### src/rtl/assert_macros.svh
// Assertion macros shared by the allocator's RTL files.
`ifndef ASSERT_MACROS_SVH
`define ASSERT_MACROS_SVH

`ifndef ASSERT_OFF

// Same-cycle implication, checked at every rising edge outside reset.
`define ASSERT_IMPLIES(label, clk, rst_n, ante, cons) \
    label: assert property (@(posedge clk) disable iff (!rst_n) (ante) |-> (cons)) \
        else $error("assertion failed");

// Next-cycle implication, checked at every rising edge outside reset.
`define ASSERT_NEXT(label, clk, rst_n, ante, cons) \
    label: assert property (@(posedge clk) disable iff (!rst_n) (ante) |=> (cons)) \
        else $error("assertion failed");

`else

`define ASSERT_IMPLIES(label, clk, rst_n, ante, cons)
`define ASSERT_NEXT(label, clk, rst_n, ante, cons)

`endif

`endif

### src/rtl/ffba_pkg.sv
// Shared widths, defaults and controller/datapath interface types for the allocator.
package ffba_pkg;

    localparam int DEF_NUM_BLOCKS = 1024;

    localparam int REQ_W   = 11;
    localparam int START_W = 10;
    localparam int COUNT_W = 11;
    localparam int RUNS_W  = 10;
    localparam int AVG_W   = 19;

    // Fraction bits of the average run length.
    localparam int FRAC_W = 8;

    typedef struct packed {
        logic clear;
        logic load;
        logic scan;
        logic mark;
        logic stats_init;
        logic stats;
        logic div_init;
        logic div;
    } ffba_cmd_t;

    typedef struct packed {
        logic clear_last;
        logic req_bad;
        logic hit;
        logic miss;
        logic mark_last;
        logic stats_last;
        logic div_last;
    } ffba_status_t;

endpackage

### src/rtl/first_fit_block_allocator.sv
// Top level of the first-fit contiguous block allocator.
//
// Usage: drive request_size and pulse start while busy is low; the word is
// taken at that rising edge. The block scans its block map from block 0 for
// the first run of request_size free blocks, marks it used, then counts free
// blocks and free runs over the whole map and divides to get the average run
// length. The result word on granted, first_block, free_count, run_count,
// average_run_q8 and waste_count is flagged by done, which is high for a
// single cycle; the receiver cannot stall, so it must take the word that cycle.
// A zero or oversized request skips the scan and the marking. The single-port
// block map memory is read one block per cycle by the scan and the statistics
// pass and written one block per cycle while marking. One request is in flight
// at a time, and busy stays high until done has been shown.
// After reset the block clears the map to all free, with busy high, before it
// takes its first request.
module first_fit_block_allocator #(
    parameter int NUM_BLOCKS = ffba_pkg::DEF_NUM_BLOCKS
) (
    input  logic                          clk,
    input  logic                          rst_n,
    input  logic                          start,
    output logic                          busy,
    input  logic [ffba_pkg::REQ_W-1:0]    request_size,
    output logic                          done,
    output logic                          granted,
    output logic [ffba_pkg::START_W-1:0]  first_block,
    output logic [ffba_pkg::COUNT_W-1:0]  free_count,
    output logic [ffba_pkg::RUNS_W-1:0]   run_count,
    output logic [ffba_pkg::AVG_W-1:0]    average_run_q8,
    output logic [ffba_pkg::COUNT_W-1:0]  waste_count
);
    import ffba_pkg::*;

    // Commands flow from the sequencer to the datapath, status flows back.
    ffba_cmd_t    cmd;
    ffba_status_t st;

    ffba_ctrl u_ctrl (
        .clk   (clk),
        .rst_n (rst_n),
        .start (start),
        .st    (st),
        .cmd   (cmd),
        .busy  (busy),
        .done  (done)
    );

    // The datapath holds the map memory and all counters; its result
    // registers stay stable through the done cycle.
    ffba_dp #(
        .NUM_BLOCKS (NUM_BLOCKS)
    ) u_dp (
        .clk            (clk),
        .rst_n          (rst_n),
        .cmd            (cmd),
        .st             (st),
        .request_size   (request_size),
        .granted        (granted),
        .first_block    (first_block),
        .free_count     (free_count),
        .run_count      (run_count),
        .average_run_q8 (average_run_q8),
        .waste_count    (waste_count)
    );

endmodule

### src/rtl/ffba_ctrl.sv
// Sequencing state machine of the allocator: clear, scan, mark, statistics, divide.
`include "assert_macros.svh"

module ffba_ctrl (
    input  logic                  clk,
    input  logic                  rst_n,
    input  logic                  start,
    input  ffba_pkg::ffba_status_t st,
    output ffba_pkg::ffba_cmd_t   cmd,
    output logic                  busy,
    output logic                  done
);
    import ffba_pkg::*;

    typedef enum logic [8:0] {
        ST_CLEAR      = 9'b000000001,
        ST_IDLE       = 9'b000000010,
        ST_SCAN       = 9'b000000100,
        ST_MARK       = 9'b000001000,
        ST_STATS_INIT = 9'b000010000,
        ST_STATS      = 9'b000100000,
        ST_DIV_INIT   = 9'b001000000,
        ST_DIV        = 9'b010000000,
        ST_DONE       = 9'b100000000
    } state_t;

    state_t state_reg;
    state_t state_next;

    always_ff @(posedge clk or negedge rst_n)
    begin
        if (!rst_n)
        begin
            state_reg <= ST_CLEAR;
        end
        else
        begin
            state_reg <= state_next;
        end
    end

    always_comb
    begin
        state_next = state_reg;
        cmd        = '0;
        unique case (state_reg)
            ST_CLEAR:
            begin
                cmd.clear = 1'b1;
                if (st.clear_last)
                begin
                    state_next = ST_IDLE;
                end
            end
            ST_IDLE:
            begin
                if (start)
                begin
                    cmd.load   = 1'b1;
                    state_next = ST_SCAN;
                end
            end
            ST_SCAN:
            begin
                cmd.scan = 1'b1;
                priority if (st.req_bad)
                begin
                    state_next = ST_STATS_INIT;
                end
                else if (st.hit)
                begin
                    state_next = ST_MARK;
                end
                else if (st.miss)
                begin
                    state_next = ST_STATS_INIT;
                end
                else
                begin
                    state_next = ST_SCAN;
                end
            end
            ST_MARK:
            begin
                cmd.mark = 1'b1;
                if (st.mark_last)
                begin
                    state_next = ST_STATS_INIT;
                end
            end
            ST_STATS_INIT:
            begin
                cmd.stats_init = 1'b1;
                state_next     = ST_STATS;
            end
            ST_STATS:
            begin
                cmd.stats = 1'b1;
                if (st.stats_last)
                begin
                    state_next = ST_DIV_INIT;
                end
            end
            ST_DIV_INIT:
            begin
                cmd.div_init = 1'b1;
                state_next   = ST_DIV;
            end
            ST_DIV:
            begin
                cmd.div = 1'b1;
                if (st.div_last)
                begin
                    state_next = ST_DONE;
                end
            end
            ST_DONE:
            begin
                state_next = ST_IDLE;
            end
            default:
            begin
                state_next = ST_CLEAR;
            end
        endcase
    end

    assign busy = (state_reg != ST_IDLE);
    assign done = (state_reg == ST_DONE);

    `ASSERT_NEXT(a_done_single, clk, rst_n, done, !done)
    `ASSERT_NEXT(a_accept_scans, clk, rst_n, start && !busy, state_reg == ST_SCAN)
    `ASSERT_NEXT(a_div_to_done, clk, rst_n, cmd.div && st.div_last, done)

endmodule

### src/rtl/ffba_dp.sv
// Datapath of the allocator: block map memory, run scan, marking, statistics and divider.
`include "assert_macros.svh"

module ffba_dp #(
    parameter int NUM_BLOCKS = ffba_pkg::DEF_NUM_BLOCKS
) (
    input  logic                          clk,
    input  logic                          rst_n,
    input  ffba_pkg::ffba_cmd_t           cmd,
    output ffba_pkg::ffba_status_t        st,
    input  logic [ffba_pkg::REQ_W-1:0]    request_size,
    output logic                          granted,
    output logic [ffba_pkg::START_W-1:0]  first_block,
    output logic [ffba_pkg::COUNT_W-1:0]  free_count,
    output logic [ffba_pkg::RUNS_W-1:0]   run_count,
    output logic [ffba_pkg::AVG_W-1:0]    average_run_q8,
    output logic [ffba_pkg::COUNT_W-1:0]  waste_count
);
    import ffba_pkg::*;

    localparam int IW  = $clog2(NUM_BLOCKS);
    localparam int CW  = $clog2(NUM_BLOCKS + 1);
    localparam int LW  = (CW > REQ_W) ? CW : REQ_W;
    localparam int QW  = CW + FRAC_W;
    localparam int DCW = $clog2(QW + 1);

    localparam logic [IW-1:0]  LAST_IDX = IW'(NUM_BLOCKS - 1);
    localparam logic [LW-1:0]  MAX_LEN  = LW'(NUM_BLOCKS);
    localparam logic [DCW-1:0] DIV_LAST = DCW'(QW - 1);

    // Block map, one bit per block, 1 means used.
    logic mem [NUM_BLOCKS];
    logic mem_we;
    logic mem_wd;

    logic [IW-1:0]    addr_reg, addr_next;
    logic             issue_done_reg, issue_done_next;
    logic             rd_vld_reg, rd_vld_next;
    logic [IW-1:0]    rd_idx_reg;
    logic             rd_data_reg;

    logic [REQ_W-1:0] len_reg, len_next;
    logic [CW-1:0]    run_reg, run_next;
    logic [IW-1:0]    run_start_reg, run_start_next;
    logic             granted_reg, granted_next;
    logic [IW-1:0]    start_reg, start_next;
    logic [CW-1:0]    left_reg, left_next;
    logic [CW-1:0]    free_reg, free_next;
    logic [CW-1:0]    runs_reg, runs_next;
    logic             prev_used_reg, prev_used_next;
    logic [CW-1:0]    rem_reg, rem_next;
    logic [QW-1:0]    quo_reg, quo_next;
    logic [DCW-1:0]   div_cnt_reg, div_cnt_next;

    logic [LW-1:0]    len_ext;
    logic [LW-1:0]    run_inc;
    logic             req_bad;
    logic             hit_now;
    logic             at_last;
    logic [CW:0]      trial;
    logic [CW:0]      diff;
    logic [CW-1:0]    whole;

    assign len_ext = LW'(len_reg);
    assign run_inc = LW'(run_reg) + LW'(1);
    assign req_bad = (len_reg == '0) || (len_ext > MAX_LEN);
    assign at_last = rd_vld_reg && (rd_idx_reg == LAST_IDX);
    assign hit_now = cmd.scan && !req_bad && rd_vld_reg && !rd_data_reg && (run_inc == len_ext);

    // One restoring division step: shift in the next dividend bit and try a subtract.
    assign trial = {rem_reg, quo_reg[QW-1]};
    assign diff  = trial - {1'b0, runs_reg};

    always_comb
    begin
        st            = '0;
        st.clear_last = cmd.clear && (addr_reg == LAST_IDX);
        st.req_bad    = req_bad;
        st.hit        = hit_now;
        st.miss       = cmd.scan && at_last && !hit_now;
        st.mark_last  = cmd.mark && (left_reg == CW'(1));
        st.stats_last = cmd.stats && at_last;
        st.div_last   = cmd.div && (div_cnt_reg == DIV_LAST);
    end

    always_comb
    begin
        addr_next       = addr_reg;
        issue_done_next = issue_done_reg;
        rd_vld_next     = 1'b0;
        len_next        = len_reg;
        run_next        = run_reg;
        run_start_next  = run_start_reg;
        granted_next    = granted_reg;
        start_next      = start_reg;
        left_next       = left_reg;
        free_next       = free_reg;
        runs_next       = runs_reg;
        prev_used_next  = prev_used_reg;
        rem_next        = rem_reg;
        quo_next        = quo_reg;
        div_cnt_next    = div_cnt_reg;
        mem_we          = 1'b0;
        mem_wd          = 1'b0;

        // Sequential read issue shared by the scan and the statistics pass.
        if ((cmd.scan || cmd.stats) && !issue_done_reg)
        begin
            rd_vld_next = 1'b1;
            addr_next   = addr_reg + IW'(1);
            if (addr_reg == LAST_IDX)
            begin
                issue_done_next = 1'b1;
            end
        end

        if (cmd.clear)
        begin
            mem_we    = 1'b1;
            mem_wd    = 1'b0;
            addr_next = addr_reg + IW'(1);
        end

        if (cmd.load)
        begin
            len_next        = request_size;
            addr_next       = '0;
            issue_done_next = 1'b0;
            rd_vld_next     = 1'b0;
            run_next        = '0;
            granted_next    = 1'b0;
            start_next      = '0;
        end

        if (cmd.scan && rd_vld_reg)
        begin
            if (rd_data_reg)
            begin
                run_next = '0;
            end
            else
            begin
                run_next = run_reg + CW'(1);
                if (run_reg == '0)
                begin
                    run_start_next = rd_idx_reg;
                end
            end
        end

        // A hit points the address counter at the run start for marking.
        if (hit_now)
        begin
            granted_next = 1'b1;
            start_next   = (run_reg == '0) ? rd_idx_reg : run_start_reg;
            addr_next    = (run_reg == '0) ? rd_idx_reg : run_start_reg;
            left_next    = CW'(len_reg);
        end

        if (cmd.mark)
        begin
            mem_we    = 1'b1;
            mem_wd    = 1'b1;
            addr_next = addr_reg + IW'(1);
            left_next = left_reg - CW'(1);
        end

        if (cmd.stats_init)
        begin
            addr_next       = '0;
            issue_done_next = 1'b0;
            rd_vld_next     = 1'b0;
            free_next       = '0;
            runs_next       = '0;
            prev_used_next  = 1'b1;
        end

        if (cmd.stats && rd_vld_reg)
        begin
            prev_used_next = rd_data_reg;
            if (!rd_data_reg)
            begin
                free_next = free_reg + CW'(1);
                if (prev_used_reg)
                begin
                    runs_next = runs_reg + CW'(1);
                end
            end
        end

        if (cmd.div_init)
        begin
            rem_next     = '0;
            quo_next     = {free_reg, {FRAC_W{1'b0}}};
            div_cnt_next = '0;
        end

        if (cmd.div)
        begin
            div_cnt_next = div_cnt_reg + DCW'(1);
            if (!diff[CW])
            begin
                rem_next = diff[CW-1:0];
                quo_next = {quo_reg[QW-2:0], 1'b1};
            end
            else
            begin
                rem_next = trial[CW-1:0];
                quo_next = {quo_reg[QW-2:0], 1'b0};
            end
        end
    end

    always_ff @(posedge clk or negedge rst_n)
    begin
        if (!rst_n)
        begin
            addr_reg       <= '0;
            issue_done_reg <= 1'b0;
            rd_vld_reg     <= 1'b0;
        end
        else
        begin
            addr_reg       <= addr_next;
            issue_done_reg <= issue_done_next;
            rd_vld_reg     <= rd_vld_next;
        end
    end

    always_ff @(posedge clk)
    begin
        rd_idx_reg    <= addr_reg;
        len_reg       <= len_next;
        run_reg       <= run_next;
        run_start_reg <= run_start_next;
        granted_reg   <= granted_next;
        start_reg     <= start_next;
        left_reg      <= left_next;
        free_reg      <= free_next;
        runs_reg      <= runs_next;
        prev_used_reg <= prev_used_next;
        rem_reg       <= rem_next;
        quo_reg       <= quo_next;
        div_cnt_reg   <= div_cnt_next;
    end

    always_ff @(posedge clk)
    begin
        if (mem_we)
        begin
            mem[addr_reg] <= mem_wd;
        end
        rd_data_reg <= mem[addr_reg];
    end

    assign whole = quo_reg[QW-1:FRAC_W];

    assign granted        = granted_reg;
    assign first_block    = START_W'(start_reg);
    assign free_count     = COUNT_W'(free_reg);
    assign run_count      = RUNS_W'(runs_reg);
    assign average_run_q8 = (runs_reg == '0) ? '0 : AVG_W'(quo_reg);
    assign waste_count    = (runs_reg == '0) ? '0 : COUNT_W'(free_reg - whole);

    `ASSERT_IMPLIES(a_mark_granted, clk, rst_n, cmd.mark, granted_reg)
    `ASSERT_IMPLIES(a_mark_left, clk, rst_n, cmd.mark, left_reg != '0)
    `ASSERT_IMPLIES(a_hit_valid_len, clk, rst_n, hit_now, !req_bad)

endmodule
### config.mk
export PLATFORM = sky130hd
export DESIGN_NAME = first_fit_block_allocator
export DESIGN_NICKNAME = d
export VERILOG_FILES = /design/src/rtl/ffba_pkg.sv /design/src/rtl/first_fit_block_allocator.sv /design/src/rtl/ffba_ctrl.sv /design/src/rtl/ffba_dp.sv
export VERILOG_INCLUDE_DIRS = /design/src /design/src/rtl
export SDC_FILE = /design/constraint.sdc
export NUM_CORES = 2
export LEC_CHECK = 0
export BUFFER_PORTS_ARGS = -buffer_cell sky130_fd_sc_hd__buf_4
export CAP_MARGIN = 20
export CORE_ASPECT_RATIO = 2
export CORE_MARGIN = 3
export CORE_UTILIZATION = 25
export DETAILED_ROUTE_END_ITERATION = 8
export GPL_ROUTABILITY_DRIVEN = 0
export PLACE_DENSITY_LB_ADDON = 0.05
export SYNTH_ARGS = -nofsm -noshare
export SYNTH_HDL_FRONTEND = slang
export SYNTH_SLANG_ARGS = --single-unit
### constraint.sdc
create_clock -name clk -period 20.9 [get_ports clk]
set_input_delay 0 -clock clk [delete_from_list [all_inputs] [get_ports clk]]
set_output_delay 0 -clock clk [all_outputs]
set_load 0.02 [all_outputs]
# After elaboration in Yosys (flattened, before gate mapping)
# Memories as Yosys holds them, arrays and structs flattened. A register that Yosys moved wholly into a read port is not among the register bits.
# Index checks and enable logic that the tools add are counted.
[classes] order_cmp=1 n_eq_ne=20 mux=63 add_sub_neg=8 reduce_logical=34 bitwise=1
[ops] cell="two-way mux 11 bit" count=16
[ops] cell="two-way mux 10 bit" count=9
[ops] cell="case mux 9 bit (9 select lines)" count=1
[ops] cell="two-way mux 19 bit" count=3
[ops] cell="two-way mux 9 bit" count=6
[ops] cell="adder 11 x 1 -> 11 bit, second input constant" count=3
[ops] cell="logical NOT 11 bit" count=3
[ops] cell="two-way mux 1 bit" count=24
[ops] cell="== test 10 bit, second input constant" count=2
[ops] cell="two-way mux 5 bit" count=4
[ops] cell="logical AND 1 bit" count=14
[ops] cell="subtractor 12 x 11 -> 12 bit" count=1
[ops] cell="== test 11 x 1 -> 1 bit, second input constant" count=1
[ops] cell="== test 11 bit" count=1
[ops] cell="greater-than comparator 11 bit, second input constant" count=1
[ops] cell="subtractor 11 x 1 -> 11 bit, second input constant" count=1
[ops] cell="subtractor 11 bit" count=1
[ops] cell="adder 10 x 1 -> 10 bit, second input constant" count=1
[ops] cell="inequality test 2 bit, second input constant" count=5
[ops] cell="nonzero test 2 bit" count=5
[ops] cell="== test 9 x 1 -> 1 bit, second input constant" count=1
[ops] cell="== test 9 x 2 -> 1 bit, second input constant" count=1
[ops] cell="== test 9 x 3 -> 1 bit, second input constant" count=1
[ops] cell="== test 9 x 4 -> 1 bit, second input constant" count=1
[ops] cell="other kinds (15)" count=21
[word_totals] mem_bits_rw=1024 regBits=143 word_cells=145 output_inout_bits=64 inputBits=14 n_memories=1
[memory_table] memory="u_dp.mem" depth=1024 width=1 read_ports=1 rd_clocked_by_memory_dff=1 wr=1 line_no="ffba_dp.sv:32" rtl="logic mem [NUM_BLOCKS];"

# Depth between registers and ports, before layout
[depth] ltp_word=13 mapped_depth=15 mapped_depth_nobuf=12

# By module
# A second synthesis with hierarchy kept.
[unflattened] cells_unflattened=4141 hier_area_um2=52496.6
[by_module_without_submodules] mod="ffba_dp" seq_area_each_um2=34403.0 area_per_inst_um2=51762.1 n_inst=1 cells_each=4051
[by_module_without_submodules] mod="ffba_ctrl" seq_area_each_um2=226.5 area_per_inst_um2=734.5 n_inst=1 cells_each=90

# Worst setup path after synthesis
# Ideal clock, no wire load.
[synth_path] path_kind="reg2reg" start="reg u_ctrl.state_reg[6]" end="mem u_dp.mem[0] (data pin)" n_path_buf=2 synth_period_minus_slack_ns=20.229 path_stages_with_launch=7 arrival_ns=16.755 required_time_ns=17.425 setup_time_ns=3.475 slack_ns=0.671 path_cell_list="dfrtp_1 nor4_1 and2_1 buf_4 nand2_1 inv_1 clkbuf_1"
[synth_rtl] element="start: declaration" line_no="ffba_ctrl.sv:27" rtl="state_t state_reg;"
[synth_rtl] element="start signal: assignment" line_no="ffba_ctrl.sv:38" rtl="state_reg <= state_next;"
[synth_rtl] element="end: declaration" line_no="ffba_dp.sv:32"

==> impl_metrics.tcl <==
set metrics [dict create \
    status "completed" \
    via_per_inst 4.81 \
    maxCapViolCount 0 \
    leakagePower_nw 18.1 \
    final.min_clock_period_ns 5.91 \
    skew_ns 0.0234 \
    cp_max_fo 104 \
    first_global_vias 34735 \
    finalCritPeriodShare_pct 28.3 \
    dp_cells 6660 \
    timing.final.ws_setup_ns 14.99 \
    ys.flop_type "edfxtp_1" \
    wl_per_cell_um 30.1 \
    max_stage_delay_ns 0.89 \
    cts_hold_buf 26 \
    wl_mm 208 \
    critPathTopFamily "buffers and inverters" \
    grtUsageTotal_pct 19.1 \
    finalNonFillerCells 6905 \
    p_per_area_mw_per_mm2 111 \
    hp-class "in2reg" \
    crit_arrival_ns 6.51 \
    die_y_um 651 \
    synth_cells 4071 \
    hp-start "request_size[3]" \
    synth.cell_area_mm2 0.0520 \
    ioPinCount 78 \
    worstPathRequired_ns 21.50 \
    ctsResizeCount 0 \
    detail_route.iter0.violations 2164 \
    relSlewSlack_pct 8.27 \
    clk_latency_ns 0.74 \
    end_kind "flop" \
    seq_area_frac_synth_pct 66.5 \
    cts_tree "built" \
    avgSynthCellArea_um2 12.8 \
    reg2reg_from "u_dp.addr_reg[1]$_DFFE_PN0P_" \
    yosysUniqueCellTypes 73 \
    syn_to_final_growth_pct 15.0 \
    chipWidth_um 329 \
    cts_inserted_buffers 117 \
    crit_buf_inv 3 \
    grt_start_max_net_pins 240 \
    dpl.hpwl_mm 120 \
    drt_pass1_iterations 7 \
    layout_common_cells "nor2_1 (1,125), edfxtp_1 (1,113), mux2i_1 (379), buf_4 (193), o22ai_1 (178)" \
    antenna_found_initial 6 \
    ctsLongestPathBuffers 3 \
    place_ws_ns 14.92 \
    nNetsFinal 4119 \
    synth_warnings 0 \
    synth_fp_nets 4121 \
    dieArea_mm2 0.214 \
    dr_total_vias 33222 \
    ys_top_cells_by_area "edfxtp_1 (64%), nor2_1 (8.1%), mux2i_1 (7.3%)" \
    critPathKind "reg2reg" \
    worstMarginPinSlew_ns 1.38 \
    slew_viol_final 0 \
    start_util_pct 25.2 \
    post_cts_buffers 0 \
    slowest_stage "dfrtp_4" \
    setup_violations 0 \
    fp.coreArea_mm2 0.207 \
    finalHoldViolCount 0 \
    yosysTopAreaCell "edfxtp_1" \
    utilization_pct 29.0 \
    drc_errors 0 \
    largest_register_ffs 1024 \
    crit_start "u_dp.addr_reg[1]$_DFFE_PN0P_" \
    fmax_ghz 0.169 \
    grt_setup_unrepaired "false" \
    ir_worst_vdd_mv 0.0925 \
    finalSetupTns_ns 0 \
    clk_pin_slew_worst_paths_ns 0.06 \
    synth_edf_count 1113 \
    drive_gt1_share_pct 12.1 \
    holdWs_ns 0.0590 \
    ant_nets 0 \
    synth_seq_cells 1168 \
    io_buffers 77 \
    path_cells "buf_12 > buf_4 > buf_4 > mux2i_1 > o22ai_1 > or4_1 > nor3_1 > a31oi_1 > mux2i_1 > mux4_2 > o2111ai_1" \
    clkSinkCount 1168 \
    critPathLaunchType "flop" \
    gr-total-overflow 0 \
    floorplan.rows 236 \
    grt_pass1_wl_mm 286 \
    async_reset_ff_share_pct 1.80 \
    htree_levels 3 \
    synth_top_area_share_pct 64.2 \
    final_common_cell "nor2_1" \
    cts-root-buf "clkbuf_16" \
]
layout make-up:
type	instances	area (um2)
Clock inverter	58	459
Clock buffer	159	3170
Inverter	54	210
Sequential cell	1168	34600
Multi-Input combinational cell	2494	15900
Timing Repair Buffer	234	2070
Antenna cell	1	2.50
Fill cell	21254	147000
Tap cell	2737	3420
report_power, final:
group          leakage (nW)  switching (W)  internal [W]  total [W]
clock                  1.75       0.000967       0.00114    0.00211
sequential             9.02      0.0000519       0.00256    0.00261
combinational          7.28        0.00137      0.000541    0.00191
total                  18.1        0.00239       0.00424    0.00663
kinds of logic after synthesis:
logic type	Yosys count	share of synthesized area, %
compound gates	381	4.62
xor+xnor	57	1.09
fa+ha+maj	36	0.894
buf+inv	409	3.55
flops	1168	66.5
mux	459	10.6
simple gates	1561	12.7
cells in the mapped netlist (all sizes together) (33+ instances only):
cell type / n
inv: 53
edfxtp: 1113
nand2: 143
clkbuf: 216
nand3: 45
and2: 36
mux4: 72
dfxtp: 34
a21oi: 46
o21ai: 61
ha: 34
mux2i: 379
o22ai: 178
xnor2: 34
nor2: 1127
nand4: 33
buf: 139
nor4: 38
through the flow:
step	cell area (um2)	power (W)
2_1_floorplan	52000	0.00366
3_3_place_gp	55600	0.00461
5_1_grt	59900	0.00686
6_report	59900	0.00663
4_1_cts	59800	0.00677
3_5_place_dp	55900	0.00463
metal layers:
layer  GRT usage, %  vias up  routed length (um)
met3           1.63      197                5470
met1           21.2    17647               78500
met4           4.43        0                4450
met2           38.5      609              119000
met5              0        -                   0
li1               -    14769                   -
path summary, 6_finish.rpt:
kind / end / slack [ns] / depth (start not counted)
worst min register to register: u_dp.granted$_SDFFE_PN1P_ / 0.46 / 2
max in group asynchronous: u_ctrl.state_reg[0]$_DFFE_PN1P_ / 20.38 / 4
min in group asynchronous: u_dp.addr_reg[3]$_DFFE_PN0P_ / 0.28 / 4
worst min-delay path: u_dp.len_ext[3]$_DFFE_PP_ / 0.06 / 2
worst max-delay path: u_dp.rd_data_reg$_DFF_P_ / 14.99 / 11
worst max register to register: u_dp.rd_data_reg$_DFF_P_ / 14.99 / 11
(Power assumes the default switching activity.)
